--- config.mk ---
export PLATFORM = sky130hd
export DESIGN_NAME = snapshot_stream_parser_crc64
export DESIGN_NICKNAME = d
export VERILOG_FILES = /design/src/rtl/ssp_pkg.sv /design/src/rtl/ssp_cfg_regs.sv /design/src/rtl/ssp_parser.sv /design/src/rtl/snapshot_stream_parser_crc64.sv
export SDC_FILE = /design/constraint.sdc
export NUM_CORES = 2
export LEC_CHECK = 0
export BUFFER_PORTS_ARGS = -buffer_cell sky130_fd_sc_hd__clkbuf_2
export CORE_MARGIN = 4
export CORE_UTILIZATION = 25
export DETAILED_ROUTE_END_ITERATION = 7
export PLACE_DENSITY_LB_ADDON = 0.05
export SLEW_MARGIN = 20
export SYNTH_ARGS = -nofsm -noshare
export SYNTH_HDL_FRONTEND = slang
export SYNTH_HIERARCHICAL = 1
export SYNTH_SLANG_ARGS = --single-unit
--- constraint.sdc ---
create_clock -name i_clk -period 16.6 [get_ports i_clk]
set_clock_uncertainty 0.2 [all_clocks]
set_input_delay 3.32 -clock i_clk [delete_from_list [all_inputs] [get_ports i_clk]]
set_output_delay 3.32 -clock i_clk [all_outputs]
set_load 0.01 [all_outputs]
--- src/rtl/ssp_pkg.sv ---
// types, codes and crc function for the snapshot stream parser
// no dependencies
package ssp_pkg;

    localparam logic [63:0] CRC_POLY = 64'had93d23594c935a9;

    localparam logic [4:0] PH_MAGIC     = 5'd0;
    localparam logic [4:0] PH_VERSION   = 5'd1;
    localparam logic [4:0] PH_KEYCOUNT  = 5'd2;
    localparam logic [4:0] PH_TYPE      = 5'd3;
    localparam logic [4:0] PH_EXPIRY    = 5'd4;
    localparam logic [4:0] PH_KEYLEN    = 5'd5;
    localparam logic [4:0] PH_KEYBYTE   = 5'd6;
    localparam logic [4:0] PH_VALLEN    = 5'd7;
    localparam logic [4:0] PH_VALBYTE   = 5'd8;
    localparam logic [4:0] PH_COUNT     = 5'd9;
    localparam logic [4:0] PH_ELEMLEN   = 5'd10;
    localparam logic [4:0] PH_ELEMBYTE  = 5'd11;
    localparam logic [4:0] PH_FIELDLEN  = 5'd12;
    localparam logic [4:0] PH_FIELDBYTE = 5'd13;
    localparam logic [4:0] PH_SCORE     = 5'd14;
    localparam logic [4:0] PH_CRC       = 5'd15;
    localparam logic [4:0] PH_DONE      = 5'd16;

    localparam logic [1:0] KIND_STRING = 2'd0;
    localparam logic [1:0] KIND_LIST   = 2'd1;
    localparam logic [1:0] KIND_HASH   = 2'd2;
    localparam logic [1:0] KIND_ZSET   = 2'd3;

    localparam logic [2:0] ST_BUSY     = 3'd0;
    localparam logic [2:0] ST_OK       = 3'd1;
    localparam logic [2:0] ST_BAD_MAG  = 3'd2;
    localparam logic [2:0] ST_BAD_VER  = 3'd3;
    localparam logic [2:0] ST_BAD_TYPE = 3'd4;
    localparam logic [2:0] ST_BAD_CRC  = 3'd5;
    localparam logic [2:0] ST_TRUNC    = 3'd6;

    localparam logic [2:0] CFG_MAGIC   = 3'd0;
    localparam logic [2:0] CFG_VERSION = 3'd1;
    localparam logic [2:0] CFG_T_STR   = 3'd2;
    localparam logic [2:0] CFG_T_LIST  = 3'd3;
    localparam logic [2:0] CFG_T_HASH  = 3'd4;
    localparam logic [2:0] CFG_T_ZSET  = 3'd5;

    typedef struct packed {
        logic [7:0] data_in;
        logic       end_of_input;
    } t_in;

    typedef struct packed {
        logic [4:0]  role;
        logic [7:0]  data_out;
        logic        field_last;
        logic [63:0] field_value;
        logic [2:0]  status;
    } t_out;

    typedef struct packed {
        logic [31:0] magic_word;
        logic [31:0] format_version;
        logic [7:0]  t_str;
        logic [7:0]  t_list;
        logic [7:0]  t_hash;
        logic [7:0]  t_zset;
    } t_cfg;

    // one byte of the reflected crc, eight bit steps
    function automatic logic [63:0] crc_byte(input logic [63:0] crc, input logic [7:0] b);
        logic [63:0] c;
        c = crc ^ {56'd0, b};
        for (int k = 0; k < 8; k++) begin
            c = c[0] ? ((c >> 1) ^ CRC_POLY) : (c >> 1);
        end
        return c;
    endfunction

endpackage

--- src/rtl/ssp_cfg_regs.sv ---
// configuration register file of the snapshot stream parser
// depends on ssp_pkg
module ssp_cfg_regs (
    input  logic                 i_clk,
    input  logic                 i_rst_n,
    input  logic                 i_cfg_we,
    input  logic [2:0]           i_cfg_index,
    input  logic [31:0]          i_cfg_data,
    output ssp_pkg::t_cfg        o_cfg
);
    ssp_pkg::t_cfg r_cfg;

    always_ff @(posedge i_clk) begin
        if (!i_rst_n) begin
            r_cfg.magic_word     <= 32'd0;
            r_cfg.format_version <= 32'd1;
            r_cfg.t_str          <= 8'd0;
            r_cfg.t_list         <= 8'd1;
            r_cfg.t_hash         <= 8'd2;
            r_cfg.t_zset         <= 8'd3;
        end else if (i_cfg_we) begin
            case (i_cfg_index)
                ssp_pkg::CFG_MAGIC:   r_cfg.magic_word     <= i_cfg_data;
                ssp_pkg::CFG_VERSION: r_cfg.format_version <= i_cfg_data;
                ssp_pkg::CFG_T_STR:   r_cfg.t_str          <= i_cfg_data[7:0];
                ssp_pkg::CFG_T_LIST:  r_cfg.t_list         <= i_cfg_data[7:0];
                ssp_pkg::CFG_T_HASH:  r_cfg.t_hash         <= i_cfg_data[7:0];
                ssp_pkg::CFG_T_ZSET:  r_cfg.t_zset         <= i_cfg_data[7:0];
                default: ;
            endcase
        end
    end

    assign o_cfg = r_cfg;
endmodule

--- src/rtl/ssp_parser.sv ---
// parse state machine and crc accumulator, one byte per step
// depends on ssp_pkg
module ssp_parser (
    input  logic           i_clk,
    input  logic           i_rst_n,
    input  logic           i_step,
    input  ssp_pkg::t_in   i_item,
    input  ssp_pkg::t_cfg  i_cfg,
    output ssp_pkg::t_out  o_res
);
    logic [4:0]  r_phase, n_phase;
    logic [2:0]  r_cnt, n_cnt;
    logic [63:0] r_shift, n_shift;
    logic [63:0] r_keys, n_keys;
    logic [31:0] r_elems, n_elems;
    logic [31:0] r_blob, n_blob;
    logic [1:0]  r_kind, n_kind;
    logic        r_half, n_half;
    logic [63:0] r_crc, n_crc;
    logic [2:0]  r_status, n_status;

    logic [63:0] v;
    logic [3:0]  width;
    logic [63:0] keys_m1;
    logic [31:0] elems_m1;
    logic [31:0] blob_m1;
    logic [4:0]  item_ph;
    logic [4:0]  entry_ph;
    logic [7:0]  b;

    always_comb begin
        b        = i_item.data_in;
        keys_m1  = r_keys - 64'd1;
        elems_m1 = r_elems - 32'd1;
        blob_m1  = r_blob - 32'd1;
        v        = r_shift | ({56'd0, b} << {r_cnt, 3'b000});
        entry_ph = (keys_m1 == 64'd0) ? ssp_pkg::PH_CRC : ssp_pkg::PH_TYPE;
        case (r_kind)
            ssp_pkg::KIND_LIST: item_ph = ssp_pkg::PH_ELEMLEN;
            ssp_pkg::KIND_HASH: item_ph = ssp_pkg::PH_FIELDLEN;
            default:            item_ph = ssp_pkg::PH_SCORE;
        endcase
        case (r_phase)
            ssp_pkg::PH_TYPE: width = 4'd1;
            ssp_pkg::PH_KEYCOUNT, ssp_pkg::PH_EXPIRY,
            ssp_pkg::PH_SCORE, ssp_pkg::PH_CRC: width = 4'd8;
            default: width = 4'd4;
        endcase

        n_phase = r_phase; n_cnt = r_cnt; n_shift = r_shift; n_keys = r_keys;
        n_elems = r_elems; n_blob = r_blob; n_kind = r_kind; n_half = r_half;
        n_crc = r_crc; n_status = r_status;

        o_res.role        = ssp_pkg::PH_DONE;
        o_res.data_out    = i_item.end_of_input ? 8'd0 : b;
        o_res.field_last  = 1'b0;
        o_res.field_value = 64'd0;

        if (r_status != ssp_pkg::ST_BUSY || r_phase >= ssp_pkg::PH_DONE) begin
            // sticky end state
        end else if (i_item.end_of_input) begin
            case (r_phase)
                ssp_pkg::PH_MAGIC:   n_status = ssp_pkg::ST_BAD_MAG;
                ssp_pkg::PH_VERSION: n_status = ssp_pkg::ST_BAD_VER;
                ssp_pkg::PH_CRC:     n_status = ssp_pkg::ST_BAD_CRC;
                default:             n_status = ssp_pkg::ST_TRUNC;
            endcase
            n_phase = ssp_pkg::PH_DONE;
        end else begin
            o_res.role = r_phase;
            if (r_phase != ssp_pkg::PH_CRC) n_crc = ssp_pkg::crc_byte(r_crc, b);
            if (r_phase == ssp_pkg::PH_KEYBYTE || r_phase == ssp_pkg::PH_VALBYTE ||
                r_phase == ssp_pkg::PH_ELEMBYTE || r_phase == ssp_pkg::PH_FIELDBYTE) begin
                n_blob = blob_m1;
                if (blob_m1 == 32'd0) begin
                    o_res.field_last = 1'b1;
                    // end of blob
                    case (r_phase)
                        ssp_pkg::PH_KEYBYTE: begin
                            n_phase = (r_kind == ssp_pkg::KIND_STRING) ?
                                      ssp_pkg::PH_VALLEN : ssp_pkg::PH_COUNT;
                        end
                        ssp_pkg::PH_VALBYTE: begin
                            if (r_kind == ssp_pkg::KIND_HASH) begin
                                n_half  = 1'b0;
                                n_elems = elems_m1;
                                if (elems_m1 == 32'd0) begin
                                    n_keys = keys_m1; n_phase = entry_ph;
                                end else n_phase = item_ph;
                            end else begin
                                n_keys = keys_m1; n_phase = entry_ph;
                            end
                        end
                        ssp_pkg::PH_FIELDBYTE: begin
                            n_half = 1'b1; n_phase = ssp_pkg::PH_VALLEN;
                        end
                        default: begin
                            n_elems = elems_m1;
                            if (elems_m1 == 32'd0) begin
                                n_keys = keys_m1; n_phase = entry_ph;
                            end else n_phase = item_ph;
                        end
                    endcase
                end
            end else if ({1'b0, r_cnt} + 4'd1 < width) begin
                n_shift = v;
                n_cnt   = r_cnt + 3'd1;
            end else begin
                n_shift = 64'd0;
                n_cnt   = 3'd0;
                o_res.field_last  = 1'b1;
                o_res.field_value = v;
                case (r_phase)
                    ssp_pkg::PH_MAGIC: begin
                        if (v[31:0] != i_cfg.magic_word) begin
                            n_status = ssp_pkg::ST_BAD_MAG; n_phase = ssp_pkg::PH_DONE;
                        end else n_phase = ssp_pkg::PH_VERSION;
                    end
                    ssp_pkg::PH_VERSION: begin
                        if (v[31:0] != i_cfg.format_version) begin
                            n_status = ssp_pkg::ST_BAD_VER; n_phase = ssp_pkg::PH_DONE;
                        end else n_phase = ssp_pkg::PH_KEYCOUNT;
                    end
                    ssp_pkg::PH_KEYCOUNT: begin
                        n_keys  = v;
                        n_phase = (v == 64'd0) ? ssp_pkg::PH_CRC : ssp_pkg::PH_TYPE;
                    end
                    ssp_pkg::PH_TYPE: begin
                        n_half  = 1'b0;
                        n_phase = ssp_pkg::PH_EXPIRY;
                        if (v[7:0] == i_cfg.t_str)       n_kind = ssp_pkg::KIND_STRING;
                        else if (v[7:0] == i_cfg.t_list) n_kind = ssp_pkg::KIND_LIST;
                        else if (v[7:0] == i_cfg.t_hash) n_kind = ssp_pkg::KIND_HASH;
                        else if (v[7:0] == i_cfg.t_zset) n_kind = ssp_pkg::KIND_ZSET;
                        else begin
                            n_half   = r_half;
                            n_status = ssp_pkg::ST_BAD_TYPE;
                            n_phase  = ssp_pkg::PH_DONE;
                        end
                    end
                    ssp_pkg::PH_EXPIRY: n_phase = ssp_pkg::PH_KEYLEN;
                    ssp_pkg::PH_KEYLEN, ssp_pkg::PH_VALLEN,
                    ssp_pkg::PH_ELEMLEN, ssp_pkg::PH_FIELDLEN: begin
                        n_blob = v[31:0];
                        if (v[31:0] != 32'd0) n_phase = r_phase + 5'd1;
                        else begin
                            // empty blob: same exit as its last byte
                            case (r_phase)
                                ssp_pkg::PH_KEYLEN: begin
                                    n_phase = (r_kind == ssp_pkg::KIND_STRING) ?
                                              ssp_pkg::PH_VALLEN : ssp_pkg::PH_COUNT;
                                end
                                ssp_pkg::PH_VALLEN: begin
                                    if (r_kind == ssp_pkg::KIND_HASH) begin
                                        n_half  = 1'b0;
                                        n_elems = elems_m1;
                                        if (elems_m1 == 32'd0) begin
                                            n_keys = keys_m1; n_phase = entry_ph;
                                        end else n_phase = item_ph;
                                    end else begin
                                        n_keys = keys_m1; n_phase = entry_ph;
                                    end
                                end
                                ssp_pkg::PH_FIELDLEN: begin
                                    n_half = 1'b1; n_phase = ssp_pkg::PH_VALLEN;
                                end
                                default: begin
                                    n_elems = elems_m1;
                                    if (elems_m1 == 32'd0) begin
                                        n_keys = keys_m1; n_phase = entry_ph;
                                    end else n_phase = item_ph;
                                end
                            endcase
                        end
                    end
                    ssp_pkg::PH_COUNT: begin
                        n_elems = v[31:0];
                        if (v[31:0] == 32'd0) begin
                            n_keys = keys_m1; n_phase = entry_ph;
                        end else n_phase = item_ph;
                    end
                    ssp_pkg::PH_SCORE: n_phase = ssp_pkg::PH_ELEMLEN;
                    default: begin
                        n_status = (v == r_crc) ? ssp_pkg::ST_OK : ssp_pkg::ST_BAD_CRC;
                        n_phase  = ssp_pkg::PH_DONE;
                    end
                endcase
            end
        end
        o_res.status = n_status;
    end

    always_ff @(posedge i_clk) begin
        if (!i_rst_n) begin
            r_phase <= ssp_pkg::PH_MAGIC; r_cnt <= 3'd0; r_shift <= 64'd0;
            r_keys <= 64'd0; r_elems <= 32'd0; r_blob <= 32'd0;
            r_kind <= ssp_pkg::KIND_STRING; r_half <= 1'b0; r_crc <= 64'd0;
            r_status <= ssp_pkg::ST_BUSY;
        end else if (i_step) begin
            r_phase <= n_phase; r_cnt <= n_cnt; r_shift <= n_shift;
            r_keys <= n_keys; r_elems <= n_elems; r_blob <= n_blob;
            r_kind <= n_kind; r_half <= n_half; r_crc <= n_crc;
            r_status <= n_status;
        end
    end
endmodule

--- src/rtl/snapshot_stream_parser_crc64.sv ---
// top level of the snapshot stream parser with crc-64 check
// depends on ssp_pkg, ssp_cfg_regs, ssp_parser
//
// usage:
// - input channel: one file byte (or an end marker) per transaction on
//   i_in_valid / o_in_stall, payload i_in_data
// - output channel: one tagged byte per input transaction on o_out_valid /
//   i_out_stall, payload o_out_data (role, byte, last flag, value, status)
// - config: i_cfg_we, i_cfg_index, i_cfg_data write one register per edge
// - result timing: the result of a byte is registered and valid in the cycle after its acceptance
// - throughput: one byte per cycle unless a held result is stalled; the
//   parser state and the byte-wide crc step are updated in the accepting
//   cycle, the result lands in one output register
// - when the receiver stalls, the output register holds and input stalls
//   only while the held result cannot move on the same edge
// - reset clears the parse state, the crc, the status and the registers
//   to their defaults; the output register comes up empty
module snapshot_stream_parser_crc64 (
    input  logic           i_clk,
    input  logic           i_rst_n,
    input  logic           i_in_valid,
    output logic           o_in_stall,
    input  ssp_pkg::t_in   i_in_data,
    output logic           o_out_valid,
    input  logic           i_out_stall,
    output ssp_pkg::t_out  o_out_data,
    input  logic           i_cfg_we,
    input  logic [2:0]     i_cfg_index,
    input  logic [31:0]    i_cfg_data
);
    ssp_pkg::t_cfg cfg;
    ssp_pkg::t_out res;
    ssp_pkg::t_out r_out;
    logic          r_valid;
    logic          accept;

    // input stalls only while a held result is stuck
    assign o_in_stall = r_valid && i_out_stall;
    assign accept     = i_in_valid && !o_in_stall;

    ssp_cfg_regs u_cfg (
        .i_clk       (i_clk),
        .i_rst_n     (i_rst_n),
        .i_cfg_we    (i_cfg_we),
        .i_cfg_index (i_cfg_index),
        .i_cfg_data  (i_cfg_data),
        .o_cfg       (cfg)
    );

    ssp_parser u_parser (
        .i_clk   (i_clk),
        .i_rst_n (i_rst_n),
        .i_step  (accept),
        .i_item  (i_in_data),
        .i_cfg   (cfg),
        .o_res   (res)
    );

    // output register
    always_ff @(posedge i_clk) begin
        if (!i_rst_n) begin
            r_valid <= 1'b0;
        end else if (accept) begin
            r_valid <= 1'b1;
        end else if (!i_out_stall) begin
            r_valid <= 1'b0;
        end
    end

    always_ff @(posedge i_clk) begin
        if (accept) begin
            r_out <= res;
        end
    end

    assign o_out_valid = r_valid;
    assign o_out_data  = r_out;
endmodule

Word-level counts from Yosys, hierarchy flattened

Cells that the tools add are included.

Register bits after elaboration: 447
Output and inout bits: 83
Word-level logic and storage cells: 199

$add $sub $neg: 6
$lt $le $gt $ge: 2
Equality and inequality tests: 39
Shift operators: 1
Muxes and demuxes: 75
Bitwise gates (word level): 14
Reductions and logical operators: 41

Operators by type and width:

| kind                                                | count |
|---|---|
| two-way mux 64 bit                                  | 16 |
| two-way mux 32 bit                                  | 8 |
| inverter 31 -> 32 bit                               | 8 |
| one-hot mux 64 bit (2 select lines)                 | 2 |
| one-hot mux 32 bit (2 select lines)                 | 3 |
| one-hot mux 64 bit (3 select lines)                 | 1 |
| logical NOT 64 bit                                  | 2 |
| logical NOT 32 bit                                  | 3 |
| two-way mux 5 bit                                   | 14 |
| two-way mux 65 bit                                  | 1 |
| equality test 64 bit                                | 1 |
| != test 32 bit                                      | 2 |
| OR 64 bit                                           | 1 |
| left shift 8 x 6 -> 64 bit                          | 1 |
| subtractor 32 x 1 -> 32 bit, second input constant  | 2 |
| subtractor 64 x 1 -> 64 bit, second input constant  | 1 |
| bitwise XOR 64 x 8 -> 64 bit                        | 1 |
| equality test 5 x 4 -> 1 bit, second input constant | 8 |
| one-hot mux 5 bit (8 select lines)                  | 1 |
| two-way mux 3 bit                                   | 12 |
| equality test 8 bit                                 | 4 |
| nonzero test 32 bit                                 | 1 |
| one-hot mux 5 bit (3 select lines)                  | 2 |
| equality test 5 x 3 -> 1 bit, second input constant | 4 |
| 44 further kinds                                    | 79 |

Depth between registers and ports, before layout

Depth after elaboration: 17
Depth in mapped cells: 19
Mapped depth without buffers: 18

Modules after synthesis

The synthesis kept the hierarchy.

By module, submodules not included:

| module                       | instances | cells each | area an instance (um2) | sequential area each (um2) |
|---|---|---|---|---|
| ssp_parser                   | 1         | 3179       | 22646.7                | 5385.2 |
| ssp_cfg_regs                 | 1         | 353        | 3617.2                 | 1921.8 |
| snapshot_stream_parser_crc64 | 1         | 85         | 2474.9                 | 2452.4 |

Worst setup path after synthesis

No wires, ideal clock.

Path kind: in2reg
Start point: in i_out_stall
End point: reg u_parser.r_keys[58]
Arrival: 9442 ps
Data required time: 16269 ps
Slack: 6827 ps
Cell stages on the path: 11
Buffers on the path: 1
Cells stage by stage: and2_4 > nor2b_1 > nand2_1 > nor2_1 > nand2_1 > a21oi_1 > a21o_1 > nand2_1 > clkbuf_1 > a2111oi_0 > nor3_1

Cells in the longest elaborated chain, start to end: 4

Ends and longest elaborated chain:

| what                                  | RTL line                           | text |
|---|---|---|
| start: declaration                    | snapshot_stream_parser_crc64.sv:25 | `input logic i_out_stall,` |
| logical AND 1 bit                     | snapshot_stream_parser_crc64.sv:38 | `assign o_in_stall = r_valid && i_out_stall;` |
| logical NOT 1 bit                     | snapshot_stream_parser_crc64.sv:39 | `assign accept = i_in_valid && !o_in_stall;` |
| logical AND 1 bit                     | snapshot_stream_parser_crc64.sv:39 |  |
| net accept                            | snapshot_stream_parser_crc64.sv:35 | `logic accept;` |
| AND reduction 10 bit (no source line) | --                                 |  |
| end signal: assignment                | ssp_parser.sv:201                  | `r_keys <= n_keys; r_elems <= n_elems; r_blob <= n_blob;` |
| end: declaration                      | ssp_parser.sv:14                   | `logic [63:0] r_keys, n_keys;` |

The timed path passes the listed nets, and every way through them passes these cells.
A chain may end at the register's enable or synchronous reset.

Final worst setup path

Start point: in i_in_data[6] in the netlist's numbering
End point: reg u_parser.r_keys[26]

Cells in the longest elaborated chain, start to end: 5
Elaborated cells on any way between the ends: 7
Classes of those cells: eq/ne: 2; shift: 1; bitwise: 1; reduce/logical: 3

Ends and longest elaborated chain:

| what                                                                              | RTL line                             | text |
|---|---|---|
| start: declaration                                                                | snapshot_stream_parser_crc64.sv:23   | `input ssp_pkg::t_in i_in_data,` |
| left shift 8 x 6 -> 64 bit *                                                      | ssp_parser.sv:36                     | `v = r_shift \| ({56'd0, b} << {r_cnt, 3'b000});` |
| OR 64 bit *                                                                       | ssp_parser.sv:36                     |  |
| logical NOT 32 bit or nonzero test 32 bit (tied branches)                         | ssp_parser.sv:178, ssp_parser.sv:145 |  |
| != test 3 x 1 -> 1 bit (no source line) or != test 3 x 2 -> 1 bit (tied branches) | --                                   |  |
| AND reduction 10 bit (no source line) *                                           | --                                   |  |

Mark *: on every way between the ends. The rest lies on a longest branch, timed or not.

==> impl_results.md <==
- Status: completed
- Setup TNS: 0 ns
- Fin. Hold Viols: 0
- Detail Placement HPWL: 98600 µm
- Top-area cell type share of the netlist area: 0.255
- Minimum clock period: approximately 7.6 ns
- Place WS: 8.37 ns
- Maximum VDD drop: 0.000179 V
- Number of DRC markers in iteration 0: about 2.6k
- CP max stage delay: approximately 0.9 ns
- Seq/Total Area, Yosys: 0.340
- Most common cell on crit path: nand2_1
- Post-CTS Repair Setup Buffers: 0
- Final net count: roughly 3.7k
- First-pass GRT wire length: roughly 210000 µm
- Yosys synthesis warning count: 6
- Vias per inst: approximately 5.4
- Crit-path slowest cell: a21oi_2
- Crit-path max FO: 23
- RSZ-0062 raised after global routing: false
- Max_cap viols: 0
- Vias in the first global route: 27.1k
- CTS buffer count: 60
- CP Launch Type: input pin
- Initial Util: 0.252
- CTS tree: built
- CTS sink count: 447
- WL/cell: between 20 and 30 µm
- Leak pwr: between 10 and 15 nW
- Pwr/cell area: 117 nW/µm²
- Gp weighted congestion: 0.863
- Synth Instances: 3617
- Register bit total from synthesis: 447
- Clock buffer depth: 3
- Placed Instance Area: 31100 µm²
- Layout area overhead: 15.4%
- Final Cell Area: 33200 µm²
- Die area: 120000 µm²
- Post-CTS Hold Buffers: 0
- WP data arrival: 8.02 ns
- Slew Limit Fails: 0
- Die W: roughly 350 µm
- Mapped Avg Cell Area: 7.95 µm²
- Root Driver: clkbuf_16
- Mapped Area: ~29000 µm²
- Setup violators final: 0
- Worst Tran Pin Value: about 1.1 ns
- EDFF count, synth: 81
- Htree depth: 2
- Crit path cell chain: clkbuf_2 > a21oi_2 > nand3_1 > nor4_1 > nand2_1 > o311ai_2 > nand2_1 > buf_4 > nor2_1 > a31oi_1 > and3b_1
- DR pass1 iterations: 6
- Synth Flop Type: dfxtp_1
- Synth async-reset ratio: 0
- Critical setup path kind: input pin to flip-flop
- Worst path required time: 16.98 ns
- Die Ht: roughly 350 µm
- Hold Path Class: flip-flop to flip-flop
- Post_cts resized: 0
- Synth cell count leaders: nand2_1 (413), nor2_1 (382), dfxtp_1 (366), a21oi_1 (324), xnor2_1 (271)
- Crit end category: flip-flop
- Synth top area cells: dfxtp_1 (25%), edfxtp_1 (8.5%), xnor2_1 (8.3%), a21oi_1 (5.6%), nand2_1 (5.4%)
- Port Buffer Count: 131
- Fmax: 131 MHz
- Syn_nets: approximately 3.7k
- Row cnt: about 120
- Synth area leader: dfxtp_1
- Gr usage total: 0.230
- Gr ovfl total: 0
- Routed Antenna Nets: 0
- Netlist cell types: 100
- Largest net degree at the start of global routing: 72
- Clk_lat worst skew: 0.69 ns
- Final Cycle Share: 0.460
- Post-route DRC: 0
- Core area: between 100000 and 150000 µm²
- Layout cells sized above 1: 0.134
- Reg clk slew, reported paths: ~0.060 ns
- Most common cell in the synthesized netlist: nand2_1
- Max-slew headroom: 0.240
- Drt total wl: about 140000 µm
- I/O pin total: 132
- Routed via count: 28.0k
- Post-route setup slack: 8.96 ns
- Initial antenna violation count: 13
## worst paths after layout
kind                                  start                                to  slack, ns  cells past startpoint
min reg2reg    u_cfg/o_cfg[93]$_SDFFE_PN0P_      u_cfg/o_cfg[93]$_SDFFE_PN0P_       0.27                      2
min            u_cfg/o_cfg[93]$_SDFFE_PN0P_      u_cfg/o_cfg[93]$_SDFFE_PN0P_       0.27                      2
max                            i_in_data[6]  u_parser/r_keys[26]$_SDFFE_PN0P_       8.96                     11
max reg2reg  u_parser/r_cnt[2]$_SDFFE_PN0P_  u_parser/r_keys[26]$_SDFFE_PN0P_      10.53                     11
## sequential cells by signal, summed over array words and instances, names as in the netlist
signal and cells:
u_parser/r_crc 64, u_parser/r_shift 64, u_parser/r_status 3, u_parser/r_cnt 3, u_parser/r_elems 32, o_out_valid 1
o_out_data 81, u_parser/r_keys 64, u_parser/r_kind 2, u_parser/r_blob 32, u_cfg/o_cfg 96, u_parser/r_phase 5
## metal layers
layer,vias up,GRT usage,share of wire
met5,-,0,0
met4,0,0.0566,0.027
met3,171,0.0263,0.049
met2,888,0.366,0.45
met1,13900,0.332,0.47
li1,13100,-,-
## per-stage QoR
step	std cells	utilization	power, mW	hold WS, ns
6_report	5187	0.291	3.88	0.266
5_1_grt	5186	0.291	4.08	0.288
4_1_cts	5186	0.290	3.95	0.270
3_5_place_dp	5072	0.273	2.55	0.256
3_3_place_gp	5072	0.272	2.57	0.248
2_1_floorplan	3617	-	2.19	0.237
## cells by family after synthesis
| group | count (synthesis) | share of synthesized area |
|---|---|---|
| buffers and inverters | 332 | 0.0478 |
| multiplexers | 105 | 0.0367 |
| flip-flops | 447 | 0.340 |
| adder cells (fa/ha/maj) | 14 | 0.00610 |
| XOR/XNOR | 388 | 0.127 |
| AND/OR/NAND/NOR | 1416 | 0.245 |
| AO/OA/AOI/OAI | 915 | 0.198 |
## power breakdown
| part | switching (mW) | internal, mW |
|---|---|---|
| clock | 0.569 | 0.800 |
| sequential | 0.0859 | 1.17 |
| combinational | 0.714 | 0.549 |
| total | 1.37 | 2.51 |
## worst max-delay path: cells and delay by family
family | cells | cell delay, ns
compound gates | 3 | 1.57
buf+inv | 2 | 0.60
simple gates | 6 | 2.48
## cell type report
| class | instances | area [µm²] |
|---|---|---|
| Fill cell | 12600 | 81000 |
| Tap cell | 1512 | 1890 |
| Multi-Input combinational cell | 2838 | 17900 |
| Clock inverter | 34 | 388 |
| Inverter | 36 | 138 |
| Antenna cell | 1 | 2.50 |
| Timing Repair Buffer | 239 | 1480 |
| Clock buffer | 80 | 1640 |
| Sequential cell | 447 | 9760 |
## placed cells by master (no fill, tap or decap), types with 15 or more instances in the layout
cell,instances
o21a_1,21
a21oi_1,296
o21ai_0,217
nand2_1,410
dfxtp_1,366
or4_1,23
nor4_1,89
clkbuf_16,60
a22oi_1,19
o221ai_1,16
or2_2,15
o221a_2,24
o22ai_1,21
inv_1,33
a211oi_1,39
nor3_1,122
clkbuf_2,130
o31ai_1,24
or3_1,32
mux2i_1,101
nand3_1,74
a21oi_2,26
nand4_1,75
a31oi_1,48
xnor2_1,271
buf_4,108
nor2_1,377
edfxtp_1,81
nor2b_1,36
xor2_1,99
and3_1,21
Note: power is estimated with default switching activity, not from simulation.
